`config.mk`:
```
export PLATFORM = sky130hd
export DESIGN_NAME = i2c_master_bit_sequencer_top
export DESIGN_NICKNAME = d
export VERILOG_FILES = /design/src/rtl/i2cms_pkg.sv /design/src/rtl/i2c_master_bit_sequencer_top.sv /design/src/rtl/i2cms_fifo.sv /design/src/rtl/i2cms_front.sv /design/src/rtl/i2cms_engine.sv
export SDC_FILE = /design/constraint.sdc
export NUM_CORES = 1
export LEC_CHECK = 0
export BUFFER_PORTS_ARGS = -buffer_cell sky130_fd_sc_hd__buf_2
export CORE_UTILIZATION = 41
export DETAILED_ROUTE_END_ITERATION = 8
export PLACE_DENSITY_LB_ADDON = 0.08
export SYNTH_ARGS = -nofsm -noshare
export SYNTH_HDL_FRONTEND = slang
export SYNTH_HIERARCHICAL = 1
export SYNTH_SLANG_ARGS = --single-unit
```
`constraint.sdc`:
```
create_clock -name clk -period 4.18 [get_ports clk]
set_input_delay 0.418 -clock clk [delete_from_list [all_inputs] [get_ports clk]]
set_output_delay 0.418 -clock clk [all_outputs]
set_load 0.05 [all_outputs]
```
`src/rtl/i2cms_pkg.sv`:
```
// Package for the I2C master bit sequencer: payload structs, command codes,
// and phase counts. No dependencies.

package i2cms_pkg;

    // Command codes; values match the opcode field.
    typedef enum logic [2:0] {
        CMD_NONE  = 3'd0,
        CMD_START = 3'd1,
        CMD_STOP  = 3'd2,
        CMD_WRITE = 3'd3,
        CMD_READ  = 3'd4,
        CMD_CLEAR = 3'd5
    } cmd_t;

    // Input transaction as it appears on the ports.
    typedef struct packed {
        logic [2:0] opcode;
        logic [7:0] tx_byte;
        logic       ack_level;
        logic [3:0] pulse_count;
        logic       sda_in;
    } in_item_t;

    // Result transaction.
    typedef struct packed {
        logic       scl_level;
        logic       sda_level;
        logic       busy_res;
        logic       done_res;
        logic [7:0] rx_byte;
        logic       nak;
    } out_item_t;

    // Classified tick, queued between front and back.
    typedef struct packed {
        cmd_t       cmd;        // CMD_NONE for no-op or unknown opcode
        logic       read_empty; // read with pulse_count of zero
        logic [3:0] bits_left;  // data bits of a read
        logic [7:0] tx_byte;
        logic       ack_level;
        logic       sda_in;
    } dec_item_t;

    localparam logic [3:0] NORMAL_PULSES  = 4'd9;
    localparam logic [4:0] START_PHASES   = 5'd4;
    localparam logic [4:0] STOP_PHASES    = 5'd4;
    localparam logic [4:0] WRITE_PHASES   = 5'd19;
    localparam logic [4:0] CLEAR_PHASES   = 5'd22;
    localparam logic [4:0] READ_TAIL      = 5'd3;   // ack low, ack high, final low
    localparam logic [4:0] WR_DATA_PHASES = 5'd16;
    localparam logic [4:0] WR_ACK_HIGH    = 5'd17;
    localparam logic [4:0] CLR_PULSE_END  = 5'd18;
    localparam logic [4:0] CLR_STOP_LOW   = 5'd19;
    localparam logic [4:0] CLR_STOP_HIGH  = 5'd20;
    localparam logic [7:0] PHASE_TICKS_RST = 8'd14;

endpackage

```
`src/rtl/i2c_master_bit_sequencer_top.sv`:
```
// Top level of the I2C master bit sequencer: APB register, front decoder,
// phase engine and result queue. Depends on i2cms_pkg and all i2cms_* modules.
//
//  channel   | handshake            | payload
//  ----------+----------------------+--------------------------------------
//  tick in   | push / full          | cmd_item (opcode, tx_byte, ack_level,
//            |                      |   pulse_count, sda_in)
//  result    | empty / pop          | result (scl, sda, busy, done, rx, nak)
//  config    | psel/penable/pwrite  | paddr, pwdata -> phase_ticks at 0x0
//
// One tick transaction is taken per clock while full is low and yields one
// result transaction; the engine retires one tick per cycle while the result
// queue has room, so sustained rate is one per cycle. A result reaches the
// ports through the tick queue and then the result queue, both registered.
// rst_n is asynchronous; it idles the bus (SCL/SDA released)
// and sets phase_ticks to 14. A stalled pop holds the engine once the
// result queue fills; full then rises once the tick queue fills too.

module i2c_master_bit_sequencer_top
    import i2cms_pkg::*;
#(
    parameter int QUEUE_DEPTH = 2
) (
    input  logic        clk,
    input  logic        rst_n,
    // tick input
    input  logic        push,
    output logic        full,
    input  in_item_t    cmd_item,
    // results
    output logic        empty,
    input  logic        pop,
    output out_item_t   result,
    // configuration
    input  logic        psel,
    input  logic        penable,
    input  logic        pwrite,
    input  logic [2:0]  paddr,
    input  logic [31:0] pwdata,
    output logic [31:0] prdata,
    output logic        pready
);

    logic [7:0] phase_ticks_reg;
    logic       cfg_wr;
    logic       sel_phase;    // address decodes to phase_ticks

    dec_item_t  dec_item;
    logic       dec_empty;
    logic       res_full;
    logic       go;           // engine retires one tick this cycle
    out_item_t  eng_result;

    // ---------------- configuration register ----------------
    assign pready    = 1'b1;
    assign sel_phase = (paddr[2] == 1'b0);
    assign cfg_wr    = psel && penable && pwrite && pready && sel_phase;
    assign prdata    = sel_phase ? {24'd0, phase_ticks_reg} : 32'd0;

    always_ff @(posedge clk or negedge rst_n)
    begin
        if (!rst_n)
        begin
            phase_ticks_reg <= PHASE_TICKS_RST;
        end
        else if (cfg_wr)
        begin
            phase_ticks_reg <= pwdata[7:0];
        end
    end

    // ---------------- front: decode and queue ticks ----------------
    i2cms_front #(
        .DEPTH (QUEUE_DEPTH)
    ) u_front (
        .clk      (clk),
        .rst_n    (rst_n),
        .push     (push),
        .cmd_item (cmd_item),
        .full     (full),
        .deq      (go),
        .empty    (dec_empty),
        .dec_item (dec_item)
    );

    // Engine advances when a tick is queued and its result has room.
    assign go = !dec_empty && !res_full;

    // ---------------- back: phase engine ----------------
    i2cms_engine u_engine (
        .clk         (clk),
        .rst_n       (rst_n),
        .go          (go),
        .dec_item    (dec_item),
        .phase_ticks (phase_ticks_reg),
        .result      (eng_result)
    );

    // ---------------- result queue ----------------
    i2cms_fifo #(
        .WIDTH ($bits(out_item_t)),
        .DEPTH (QUEUE_DEPTH)
    ) u_res_queue (
        .clk     (clk),
        .rst_n   (rst_n),
        .wr_en   (go),
        .wr_data (eng_result),
        .rd_en   (pop),
        .rd_data (result),
        .full    (res_full),
        .empty   (empty)
    );

endmodule

```
`src/rtl/i2cms_fifo.sv`:
```
// Small register queue with registered storage, used on both sides of the
// sequencer. No package dependency.

module i2cms_fifo #(
    parameter int WIDTH = 8,
    parameter int DEPTH = 2
) (
    input  logic             clk,
    input  logic             rst_n,
    input  logic             wr_en,
    input  logic [WIDTH-1:0] wr_data,
    input  logic             rd_en,
    output logic [WIDTH-1:0] rd_data,
    output logic             full,
    output logic             empty
);

    localparam int PW = (DEPTH > 1) ? $clog2(DEPTH) : 1;
    localparam int CW = $clog2(DEPTH + 1);
    localparam logic [PW-1:0] LAST = PW'(DEPTH - 1);
    localparam logic [CW-1:0] FULL_CNT = CW'(DEPTH);

    logic [WIDTH-1:0] mem_reg [DEPTH];
    logic [PW-1:0]    wr_ptr_reg, wr_ptr_next;
    logic [PW-1:0]    rd_ptr_reg, rd_ptr_next;
    logic [CW-1:0]    count_reg, count_next;
    logic             do_wr, do_rd;

    assign full    = (count_reg == FULL_CNT);
    assign empty   = (count_reg == '0);
    assign do_wr   = wr_en && !full;
    assign do_rd   = rd_en && !empty;
    assign rd_data = mem_reg[rd_ptr_reg];

    always_comb
    begin
        wr_ptr_next = wr_ptr_reg;
        rd_ptr_next = rd_ptr_reg;
        count_next  = count_reg;
        if (do_wr)
        begin
            wr_ptr_next = (wr_ptr_reg == LAST) ? '0 : wr_ptr_reg + 1'b1;
        end
        if (do_rd)
        begin
            rd_ptr_next = (rd_ptr_reg == LAST) ? '0 : rd_ptr_reg + 1'b1;
        end
        if (do_wr && !do_rd)
        begin
            count_next = count_reg + 1'b1;
        end
        else if (do_rd && !do_wr)
        begin
            count_next = count_reg - 1'b1;
        end
    end

    always_ff @(posedge clk or negedge rst_n)
    begin
        if (!rst_n)
        begin
            wr_ptr_reg <= '0;
            rd_ptr_reg <= '0;
            count_reg  <= '0;
        end
        else
        begin
            wr_ptr_reg <= wr_ptr_next;
            rd_ptr_reg <= rd_ptr_next;
            count_reg  <= count_next;
        end
    end

    always_ff @(posedge clk)
    begin
        if (do_wr)
        begin
            mem_reg[wr_ptr_reg] <= wr_data;
        end
    end

endmodule

```
`src/rtl/i2cms_front.sv`:
```
// Front end: decodes each input tick into a classified command and queues it.
// Depends on i2cms_pkg and i2cms_fifo.

module i2cms_front
    import i2cms_pkg::*;
#(
    parameter int DEPTH = 2
) (
    input  logic      clk,
    input  logic      rst_n,
    input  logic      push,
    input  in_item_t  cmd_item,
    output logic      full,
    input  logic      deq,
    output logic      empty,
    output dec_item_t dec_item
);

    dec_item_t  dec_in;
    logic [3:0] pulses_sat;

    assign pulses_sat = (cmd_item.pulse_count > NORMAL_PULSES) ? NORMAL_PULSES
                                                               : cmd_item.pulse_count;

    always_comb
    begin
        dec_in.tx_byte    = cmd_item.tx_byte;
        dec_in.ack_level  = cmd_item.ack_level;
        dec_in.sda_in     = cmd_item.sda_in;
        dec_in.read_empty = (pulses_sat == 4'd0);
        dec_in.bits_left  = pulses_sat - 4'd1;
        unique case (cmd_item.opcode)
            CMD_START: dec_in.cmd = CMD_START;
            CMD_STOP:  dec_in.cmd = CMD_STOP;
            CMD_WRITE: dec_in.cmd = CMD_WRITE;
            CMD_READ:  dec_in.cmd = CMD_READ;
            CMD_CLEAR: dec_in.cmd = CMD_CLEAR;
            default:   dec_in.cmd = CMD_NONE;   // none and unused codes
        endcase
    end

    i2cms_fifo #(
        .WIDTH ($bits(dec_item_t)),
        .DEPTH (DEPTH)
    ) u_queue (
        .clk     (clk),
        .rst_n   (rst_n),
        .wr_en   (push),
        .wr_data (dec_in),
        .rd_en   (deq),
        .rd_data (dec_item),
        .full    (full),
        .empty   (empty)
    );

endmodule

```
`src/rtl/i2cms_engine.sv`:
```
// Back end: phase sequencer holding all bus state; one tick per go cycle.
// Depends on i2cms_pkg.

module i2cms_engine
    import i2cms_pkg::*;
(
    input  logic      clk,
    input  logic      rst_n,
    input  logic      go,
    input  dec_item_t dec_item,
    input  logic [7:0] phase_ticks,
    output out_item_t result
);

    cmd_t       cmd_reg, cmd_next;
    logic [4:0] step_reg, step_next;
    logic [3:0] bits_reg, bits_next;
    logic [7:0] div_reg, div_next;
    logic [7:0] shift_reg, shift_next;
    logic       scl_reg, scl_next;
    logic       sda_reg, sda_next;
    logic       ack_sample_reg, ack_sample_next;
    logic       ack_drive_reg, ack_drive_next;
    logic [7:0] rx_hold_reg, rx_hold_next;
    logic       done;

    logic [7:0] pt;
    logic [4:0] two_b;
    logic [4:0] total;

    assign pt = (phase_ticks == 8'd0) ? 8'd1 : phase_ticks;

    always_comb
    begin
        cmd_next        = cmd_reg;
        step_next       = step_reg;
        bits_next       = bits_reg;
        div_next        = div_reg;
        shift_next      = shift_reg;
        scl_next        = scl_reg;
        sda_next        = sda_reg;
        ack_sample_next = ack_sample_reg;
        ack_drive_next  = ack_drive_reg;
        rx_hold_next    = rx_hold_reg;
        done            = 1'b0;

        // Accept a new command only while idle.
        if (cmd_reg == CMD_NONE && dec_item.cmd != CMD_NONE)
        begin
            step_next = '0;
            div_next  = '0;
            if (dec_item.cmd == CMD_READ)
            begin
                if (dec_item.read_empty)
                begin
                    rx_hold_next = '0;
                    done         = 1'b1;
                end
                else
                begin
                    bits_next      = dec_item.bits_left;
                    shift_next     = '0;
                    ack_drive_next = dec_item.ack_level;
                    cmd_next       = CMD_READ;
                end
            end
            else
            begin
                if (dec_item.cmd == CMD_WRITE)
                begin
                    shift_next = dec_item.tx_byte;
                end
                cmd_next = dec_item.cmd;
            end
        end

        // Phase count of the running command, fixed before it may retire.
        two_b = {bits_next, 1'b0};
        unique case (cmd_next)
            CMD_START: total = START_PHASES;
            CMD_STOP:  total = STOP_PHASES;
            CMD_WRITE: total = WRITE_PHASES;
            CMD_READ:  total = two_b + READ_TAIL;
            CMD_CLEAR: total = CLEAR_PHASES;
            default:   total = 5'd0;
        endcase

        if (cmd_next != CMD_NONE)
        begin
            // Line levels of the current phase.
            unique case (cmd_next)
                CMD_START:
                begin
                    unique case (step_next)
                        5'd0: sda_next = 1'b1;
                        5'd1: begin scl_next = 1'b1; sda_next = 1'b1; end
                        5'd2: begin scl_next = 1'b1; sda_next = 1'b0; end
                        default: begin scl_next = 1'b0; sda_next = 1'b0; end
                    endcase
                end
                CMD_STOP:
                begin
                    unique case (step_next)
                        5'd0: scl_next = 1'b0;
                        5'd1: begin scl_next = 1'b0; sda_next = 1'b0; end
                        5'd2: begin scl_next = 1'b1; sda_next = 1'b0; end
                        default: begin scl_next = 1'b1; sda_next = 1'b1; end
                    endcase
                end
                CMD_WRITE:
                begin
                    if (step_next < WR_DATA_PHASES)
                    begin
                        scl_next = step_next[0];
                        sda_next = shift_next[3'd7 - step_next[3:1]];
                    end
                    else
                    begin
                        scl_next = (step_next == WR_ACK_HIGH);
                        sda_next = 1'b1;
                    end
                end
                CMD_READ:
                begin
                    if (step_next < two_b)
                    begin
                        scl_next = step_next[0];
                        sda_next = 1'b1;
                    end
                    else if (step_next == two_b)
                    begin
                        scl_next = 1'b0;
                        sda_next = ack_drive_next;
                    end
                    else if (step_next == two_b + 5'd1)
                    begin
                        scl_next = 1'b1;
                        sda_next = ack_drive_next;
                    end
                    else
                    begin
                        scl_next = 1'b0;
                        sda_next = 1'b1;
                    end
                end
                CMD_CLEAR:
                begin
                    if (step_next <= CLR_PULSE_END)
                    begin
                        scl_next = step_next[0];
                        sda_next = 1'b1;
                    end
                    else if (step_next == CLR_STOP_LOW)
                    begin
                        scl_next = 1'b0;
                        sda_next = 1'b0;
                    end
                    else if (step_next == CLR_STOP_HIGH)
                    begin
                        scl_next = 1'b1;
                        sda_next = 1'b0;
                    end
                    else
                    begin
                        scl_next = 1'b1;
                        sda_next = 1'b1;
                    end
                end
                default: ;
            endcase

            div_next = div_next + 8'd1;
            if (div_next >= pt)
            begin
                div_next = '0;
                // Sample on the last tick of the phase.
                if (cmd_next == CMD_WRITE && step_next == WR_ACK_HIGH)
                begin
                    ack_sample_next = dec_item.sda_in;
                end
                else if (cmd_next == CMD_READ && step_next < two_b && step_next[0])
                begin
                    shift_next = {shift_next[6:0], dec_item.sda_in};
                end
                step_next = step_next + 5'd1;
                if (step_next >= total)
                begin
                    if (cmd_next == CMD_READ)
                    begin
                        rx_hold_next = shift_next;
                    end
                    cmd_next  = CMD_NONE;
                    step_next = '0;
                    done      = 1'b1;
                end
            end
        end
    end

    always_comb
    begin
        result.scl_level = scl_next;
        result.sda_level = sda_next;
        result.busy_res  = (cmd_next != CMD_NONE);
        result.done_res  = done;
        result.rx_byte   = rx_hold_next;
        result.nak       = ack_sample_next;
    end

    always_ff @(posedge clk or negedge rst_n)
    begin
        if (!rst_n)
        begin
            cmd_reg        <= CMD_NONE;
            step_reg       <= '0;
            bits_reg       <= '0;
            div_reg        <= '0;
            shift_reg      <= '0;
            scl_reg        <= 1'b1;
            sda_reg        <= 1'b1;
            ack_sample_reg <= 1'b0;
            ack_drive_reg  <= 1'b0;
            rx_hold_reg    <= '0;
        end
        else if (go)
        begin
            cmd_reg        <= cmd_next;
            step_reg       <= step_next;
            bits_reg       <= bits_next;
            div_reg        <= div_next;
            shift_reg      <= shift_next;
            scl_reg        <= scl_next;
            sda_reg        <= sda_next;
            ack_sample_reg <= ack_sample_next;
            ack_drive_reg  <= ack_drive_next;
            rx_hold_reg    <= rx_hold_next;
        end
    end

`ifndef SYNTHESIS
    a_done_to_idle: assert property (@(posedge clk) disable iff (!rst_n)
        go && result.done_res |=> cmd_reg == CMD_NONE)
        else $error("command still active after done");

    a_idle_step_zero: assert property (@(posedge clk) disable iff (!rst_n)
        cmd_reg == CMD_NONE |-> step_reg == 5'd0)
        else $error("phase step nonzero while idle");

    a_hold_when_stalled: assert property (@(posedge clk) disable iff (!rst_n)
        !go |=> $stable(cmd_reg) && $stable(step_reg) && $stable(div_reg))
        else $error("sequencer state moved without a tick");

    a_busy_matches: assert property (@(posedge clk) disable iff (!rst_n)
        go |=> (cmd_reg != CMD_NONE) == $past(result.busy_res))
        else $error("busy flag disagrees with command state");
`endif

endmodule

```
# --- After elaboration in Yosys (flattened, before gate mapping) ---
# Memories as Yosys holds them, arrays and structs flattened.
# Cells that the tools add are included.
# Widths: inputs -> output; s select.
totals:
  regBits: 56
  ram_bits: 62
  input_bits: 59
  out_inout_bits: 48
  wordCells: 183
  mem_count: 2
memory_table:
  columns: ["name", "depth", "width", "read_ports", "rd_clocked_by_memory_dff", "write_ports", "line", "rtl"]
  rows:
  - ["u_front.u_queue.mem_reg", 2, 18, 1, 0, 1, "i2cms_fifo.sv:23", "logic [WIDTH-1:0] mem_reg [DEPTH];"]
  - ["u_res_queue.mem_reg", 2, 13, 1, 0, 1, "i2cms_fifo.sv:23", null]
op_classes:
  addsub: 14
  magnitude_cmp: 7
  eq_ne: 21
  muxes: 83
  bitwise: 1
  n_reduce_logical: 38
op_table:
  columns: ["operator", "n"]
  rows:
  - ["$mux 8", 20]
  - ["$mux 1", 38]
  - ["$mux 5", 4]
  - ["$pmux 5 s4", 1]
  - ["$mux 3", 6]
  - ["$logic_and 1x1->1", 16]
  - ["$mux 4", 4]
  - ["$eq 3x2->1 const B", 5]
  - ["$eq 3x3->1 const B", 5]
  - ["$eq 5x5->1 const B", 3]
  - ["$pmux 3 s5", 1]
  - ["$add 5x1->5 const B", 2]
  - ["$eq 5x5->1", 2]
  - ["$pmux 1 s5", 2]
  - ["$reduce_bool 3->1", 3]
  - ["$add 8x1->8 const B", 1]
  - ["$ge 8x8->1", 1]
  - ["$logic_not 1->1", 8]
  - ["$logic_not 8->1", 1]
  - ["$mux 2", 4]
  - ["$eq 3x1->1 const B", 2]
  - ["$reduce_or 2->1", 3]
  - ["$add 5x2->5 const B", 1]
  - ["$eq 5x1->1 const B", 1]
  - ["21 further kinds", 30]

# --- Depth between registers and ports, before layout ---
# Gate-level depths: netlist (run 1).
# An unclocked memory read counts as a cell.
logic_depth:
  ltp_word: 13
  depth_mapped: 18

# --- By module ---
# The synthesis (run 1) kept the hierarchy.
by_module_without_submodules:
  columns: ["module", "n_inst", "cells_each", "area_each_um2"]
  rows:
  - ["i2cms_engine", 1, 421, 3682.3]
  - ["i2cms_fifo (u_front.u_queue)", 1, 75, 1545.2]
  - ["i2cms_fifo (u_res_queue)", 1, 59, 1168.6]
  - ["i2c_master_bit_sequencer_top", 1, 53, 586.8]
  - ["i2cms_front", 1, 13, 96.3]

# --- Worst setup path before layout (run 1) ---
# No wires, ideal clock.
synth_timing:
  path_type: "flip-flop to flip-flop"
  startpoint: "register u_front.u_queue.rd_ptr_reg"
  endpoint: "register u_engine.rx_hold_reg[1]"
  setup_time_ns: 0.122
  arrival_time_ns: 4.267
  t_required_ns: 4.058
  path_slack_ns: -0.209
  stages_incl_launch_ff: 18
  synth_period_minus_slack_ns: 4.389
  cell_sequence: "dfrtp_1 -> buf_6 -> buf_12 -> mux2_4 -> or4b_1 -> buf_6 -> o21ai_4 -> nand2_1 -> ha_1 -> o2111ai_1 -> o31ai_1 -> o21ai_0 -> ha_1 -> nor2_1 -> o31ai_1 -> nor4b_4 -> o21ai_0 -> a32o_1"
synth_lines:
  columns: ["item", "line", "rtl"]
  rows:
  - ["start, declared", "i2cms_fifo.sv:25", "logic [PW-1:0] rd_ptr_reg, rd_ptr_next;"]
  - ["start signal, assigned", "i2cms_fifo.sv:69", "rd_ptr_reg <= rd_ptr_next;"]
  - ["end signal, assigned", "i2cms_engine.sv:236", "rx_hold_reg <= rx_hold_next;"]
  - ["end, declared", "i2cms_engine.sv:24", "logic [7:0] rx_hold_reg, rx_hold_next;"]

==> reports/results.ini, run 1 <==
[cts]
cts_buffers=17
cts_sinks=118
root_buffer=clkbuf_16
clk_pin_slew_ps=60
clock_latency_ps=420
cts_buffer_depth=2
hold_buffers=0
htreeDepth=4
cts_tree=done

[floorplanning]
start_util=0.4239
rows=47
die_y_um=133.4
design.die.area_um2=17800
core-area_um2=16700
num_io_pins=107
dieWidth_um=133.4

[detailed_routing]
drcViolationCount=0
drtIter0Drc=249
finalWirelength_um=16990
routed-via-count=5237
vias_per_cell=5.450
first_pass_iters=4
wl_per_cell_um=17.68
postRouteAntennaNets=0

[placed_design]
io_buffer_count=55
hpwlAfterDp_um=12740
placed_area_um2=7835
place_inst=928
gp_congestion=0.8941

[timing]
tightest_slew_ps=1086
min_period_over_period=0.9531
setup_viol=0
finalHoldViolations=7
period_needed_ps=3984
timing.hold.ws_ps=-10.75
clock-skew-final_ps=14.79
relSlewSlack=0.2732
setup_tns_ps=0
maxSlewViolCount=0
fmax_mhz=251.0

[synthesis]
synth_area_um2=7079
synthArstFlopShare=0.4746
yosysMostFrequentCell=edfxtp_1
synth_top_area_share=0.2630
yosys_warnings=6
synthDistinctLibCells=87
synth-edff-count=62
netlist_top_cells_count=edfxtp_1, dfrtp_1, nor2_1, nand2_1, buf_4
synth_area_leaders=edfxtp_1, dfrtp_1, ha_1
synth-seq-cells=118
syn_inst=621
synth_area_per_cell_um2=11.40
seq_area_frac_synth=0.4618
synth_top_area_cell=edfxtp_1
synth-main-ff-cell=edfxtp_1

[final_layout]
largest_reg_flops=36
final_area_um2=8487
diodes=0
syn2layout_area_growth_pct=19.88
fin_nets=812
finalCoreUtilization=0.5082
layout-drive-gt1-share=0.3225
multiInputGateArea_um2=3495
fillers=1549
regArea_um2=3269
finalNonFillerCells=961

[global_route]
grt_use_met3=0.03767
grt_util_met2=0.3299
grt_usage=0.2016
first_global_vias=5161
grt_pass1_wl_um=27370
top_usage_layer=met2
grt_start_max_net_pins=44
globalRouteMet1Util=0.2637
overflow=0
grt_antenna_before_repair=0

[worst_setup_path]
rrSetupSlack_ps=200
start_kind=flip-flop
required_ps=4350
crit_fanout=8
cp.arrival_ps=4160
critPathKind=reg -> reg
endpoint_kind=flip-flop

[outcome]
violations=hold timing
status=finished with violations

[power_and_ir_drop]
power_leakage_nw=3.627
finalPower_mw=6.851
power.density_nw_per_um2=807.3
vdd_drop_max_mv=0.4634

[run]
cap_violations=0

[min_path]
hold_class=in -> async

==> power breakdown <==
group	switching [mW]	internal, mW
Combinational	2.01	1.37
Clock	0.511	0.964
Sequential	0.278	1.72
==> logic make-up (layout without fill, tap and decap cells) <==
kind of cell    after synthesis  in the layout  synth area share
buf+inv                      78            175           0.06592
simple gates                176            176            0.1426
fa+ha+maj                    26             26           0.04560
other cells                   2             25          0.001061
xor+xnor                     23             23           0.02845
flops                       118            118            0.4618
mux                          53             53           0.09208
compound gates              145            145            0.1624
==> repair_timing <==
action | in CTS | in global routing
setup buffers | 0 | 1
endpoints found under the hold margin | 0 | 0
resized for setup | 2 | 11
setup endpoints to repair | 31 | 50
pin swaps | 1 | 6
==> cells in the final DEF (no fill, tap or decap), types with 5 or more instances in the layout <==
cell type	n
a211oi_1	7
a21oi_1	15
a22o_1	21
a22oi_1	6
a31oi_1	9
a32o_1	10
a32oi_1	5
and2_1	11
and2b_2	8
and3_1	7
buf_2	55
buf_4	62
clkbuf_16	17
conb_1	25
dfrtp_1	51
dfstp_2	5
edfxtp_1	62
ha_1	24
inv_1	25
mux2_2	21
mux2_4	18
mux2i_1	10
nand2_1	30
nand2b_1	8
nand3_1	22
nor2_1	38
nor2_2	5
nor3_1	5
nor3_2	5
o21ai_0	11
o21ai_1	5
o31ai_1	8
or2_2	5
xnor2_1	12
xor2_1	11
==> stage by stage <==
stage / setup slack, ps / hold slack, ps
2_1_floorplan: -57.05 / 122.4
3_3_place_gp: 33.11 / 441.9
3_5_place_dp: -18.91 / 454.4
4_1_cts: 1.720 / 7.299
5_1_grt: -1.045 / 34.69
6_report: 196.0 / -10.75
==> metal layers <==
layer,share of wire,vias to the layer above
met5,0,-
met3,0.042,27
met1,0.45,2564
met2,0.48,151
li1,-,2495
met4,0.021,0
==> cell type report <==
type / instances / share of cell area
Multi-Input combinational cell: 448 / 0.4118
Sequential cell: 118 / 0.3852
Timing Repair Buffer: 118 / 0.08964
Clock buffer: 23 / 0.05514
Tap cell: 220 / 0.03243
Clock inverter: 9 / 0.01474
Inverter: 25 / 0.01106
==> worst max-delay path, stage by stage, from the launching register on <==
cell and delay, ps:
dfrtp_1 420, buf_4 160, mux2_4 290, or4b_4 540, o21ai_4 150, nand2_1 110, ha_1 290, o2111ai_1 100
o31ai_1 100, o21ai_1 90, ha_1 280, nor2_1 60, o31ai_4 330, nor4b_4 310, nor2_1 80, buf_4 180
a22o_1 240
==> final timing paths <==
check | start | to | cells after the start
setup / recovery | u_front/u_queue/rd_ptr_reg | u_res_queue/mem_reg[0][8] | 16
hold / removal | rst_n | u_res_queue/count_reg[1] | 1
setup reg to reg | u_front/u_queue/rd_ptr_reg | u_res_queue/mem_reg[0][8] | 16
hold reg to reg | u_res_queue/wr_ptr_reg | u_res_queue/wr_ptr_reg | 1
max in group asynchronous | rst_n | u_engine/cmd_reg[2] | 2
min in group clk | cmd_item[12] | u_front/u_queue/mem_reg[1][8] | 1
No activity file was read; power rests on OpenSTA's default activity.
==> run 2: changes to the inputs <==
--- a/config.mk
+++ b/config.mk
@@ -8,7 +8,8 @@
 export BUFFER_PORTS_ARGS = -buffer_cell sky130_fd_sc_hd__buf_2
 export CORE_UTILIZATION = 41
 export DETAILED_ROUTE_END_ITERATION = 8
-export PLACE_DENSITY_LB_ADDON = 0.08
+export PLACE_DENSITY = 0.65
+export SLEW_MARGIN = 20
 export SYNTH_ARGS = -nofsm -noshare
 export SYNTH_HDL_FRONTEND = slang
 export SYNTH_HIERARCHICAL = 1
==> reports/results.ini, run 2 (synthesis gave the netlist of run 1 again) <==
[detailed_routing]
drtIter0Drc=390
postRouteAntennaNets=0
wl_per_cell_um=16.92
drcViolationCount=0
vias_per_cell=5.542
finalWirelength_um=16160
routed-via-count=5293
first_pass_iters=6

[floorplanning]
die_y_um=133.4
start_util=0.4239
num_io_pins=107
design.die.area_um2=17800
dieWidth_um=133.4
core-area_um2=16700
rows=47

[placed_design]
gp_congestion=0.9116
dp_slack_ps=-45.34
io_buffer_count=55
hpwlAfterDp_um=11730

[cts]
cts_tree=done
clk_pin_slew_ps=50
htreeDepth=4
cts_buffer_depth=2
root_buffer=clkbuf_16
cts_buffers=17
cts_sinks=118
hold_buffers=0
clock_latency_ps=420

[worst_setup_path]
endpoint_kind=flip-flop
critPathKind=reg -> reg
reg2reg_to=u_engine/shift_reg[6]
r2r_start=u_front/u_queue/rd_ptr_reg
r2r_cells=17
crit_fanout=9
path_cells=mux2_4 > or3_4 > nand2_4 > and2_1 > ha_1 > buf_4 > nand2_1 > or2_2 > xor2_1 > nor2_1 > ha_2 > o21a_1 > o21ai_2 > or2_4 > buf_12 > o32a_4 > a22o_1
path_depth=17
slowest_stage=dfrtp_2
cp.arrival_ps=4400
required_ps=4480
crit_family=simple AND/OR/NAND/NOR gates
worst-path-buf-inv=2
cp-endpoint=u_engine/shift_reg[6]
start_kind=flip-flop
critPathLaunch=u_front/u_queue/rd_ptr_reg
worst_path_largest_cell_delay_ps=450
rrSetupSlack_ps=70

[timing]
min_period_over_period=0.9827
relSlewSlack=0.3928
clock-skew-final_ps=8.429
setup_tns_ps=0
finalHoldViolations=0
maxSlewViolCount=0
fin_ws_ps=72.51
tightest_slew_ps=910.8
fmax_mhz=243.5
period_needed_ps=4107
setup_viol=0

[final_layout]
final_common_cell=edfxtp_1
fillers=1491
largest_reg_flops=36
regArea_um2=3271
fin_nets=806
diodes=0
layout-drive-gt1-share=0.3197
final_cell_mix=edfxtp_1, buf_2, buf_4
syn2layout_area_growth_pct=19.83
finalCoreUtilization=0.5079
multiInputGateArea_um2=3493

[global_route]
grt_antenna_before_repair=0
grt_pass1_wl_um=26400
overflow=0
first_global_vias=5137
grt_usage=0.1918
grt_start_max_net_pins=57

[outcome]
status=completed

[power_and_ir_drop]
finalPower_mw=6.864
vdd_drop_max_mv=0.4606
power_leakage_nw=3.616
power.density_nw_per_um2=809.1

[run]
cap_violations=0

[min_path]
hold_class=in -> async

-- run 2: cell count changes in the layout (fill, tap and decap cells not counted), moves of 2 or more --
cell,change
nand2_1,-2
nor3_2,-2
nand2_2,+2
buf_6,+2
buf_4,-8
nor3_1,+2
-- run 2: layer usage --
metal / vias to the layer above / wire length [µm] / GRT usage
met4: 0 / 199 / 0.06250
met2: 178 / 7800 / 0.3105
li1: 2490 / - / -
met1: 2611 / 7398 / 0.2563
met5: - / 0 / 0
met3: 14 / 761 / 0.03995
-- run 2: worst register-to-register path: cells and delay by family (launching register included) --
family	cells	cell delay, ps
XOR/XNOR	1	140
multiplexers	1	330
flip-flops	1	450
adder cells (fa/ha/maj)	2	420
AND/OR/NAND/NOR	7	1510
buffers and inverters	2	260
AO/OA/AOI/OAI	4	890
-- run 2: what timing repair did --
action,CTS,global route
resized for setup,2,15
endpoints found under the setup margin,14,53
buffers inserted,0,3
pin swaps,0,20
-- run 2: final cells by class --
cell class              count  share of cell area
clock inverters             9             0.01755
multi-input cells         448              0.4118
flip-flops and latches    118              0.3855
repair buffers            112             0.08525
inverters                  25             0.01106
clock buffers              23             0.05634
well taps                 220             0.03245
-- run 2: report_power, final --
| part | switching, mW | internal [mW] | total, mW |
|---|---|---|---|
| clock network | 0.494 | 1.04 | 1.53 |
| registers | 0.290 | 1.72 | 2.01 |
| logic | 1.99 | 1.34 | 3.32 |
-- run 2: worst min-delay path by stage --
stage	startpoint	to	slack (ps)	depth (start not counted)
2_1_floorplan	rst_n	phase_ticks_reg[0]	120	0
3_3_place_gp	u_engine/rx_hold_reg[0]	u_engine/rx_hold_reg[0]	470	1
3_5_place_dp	u_engine/rx_hold_reg[6]	u_engine/rx_hold_reg[6]	480	1
4_1_cts	cmd_item[13]	u_front/u_queue/mem_reg[0][9]	170	1
5_1_grt	cmd_item[6]	u_front/u_queue/mem_reg[1][2]	170	1
6_report	rst_n	u_res_queue/count_reg[1]	170	2
-- run 2: per-stage QoR --
| step | hold slack (ps) | instances | cell area (µm²) |
|---|---|---|---|
| 2_1_floorplan | 122.4 | 644 | 7178 |
| 3_3_place_gp | 472.9 | 920 | 7775 |
| 3_5_place_dp | 481.7 | 920 | 7775 |
| 4_1_cts | 167.8 | 952 | 8407 |
| 5_1_grt | 172.9 | 955 | 8483 |
| 6_report | 167.2 | 955 | 8483 |
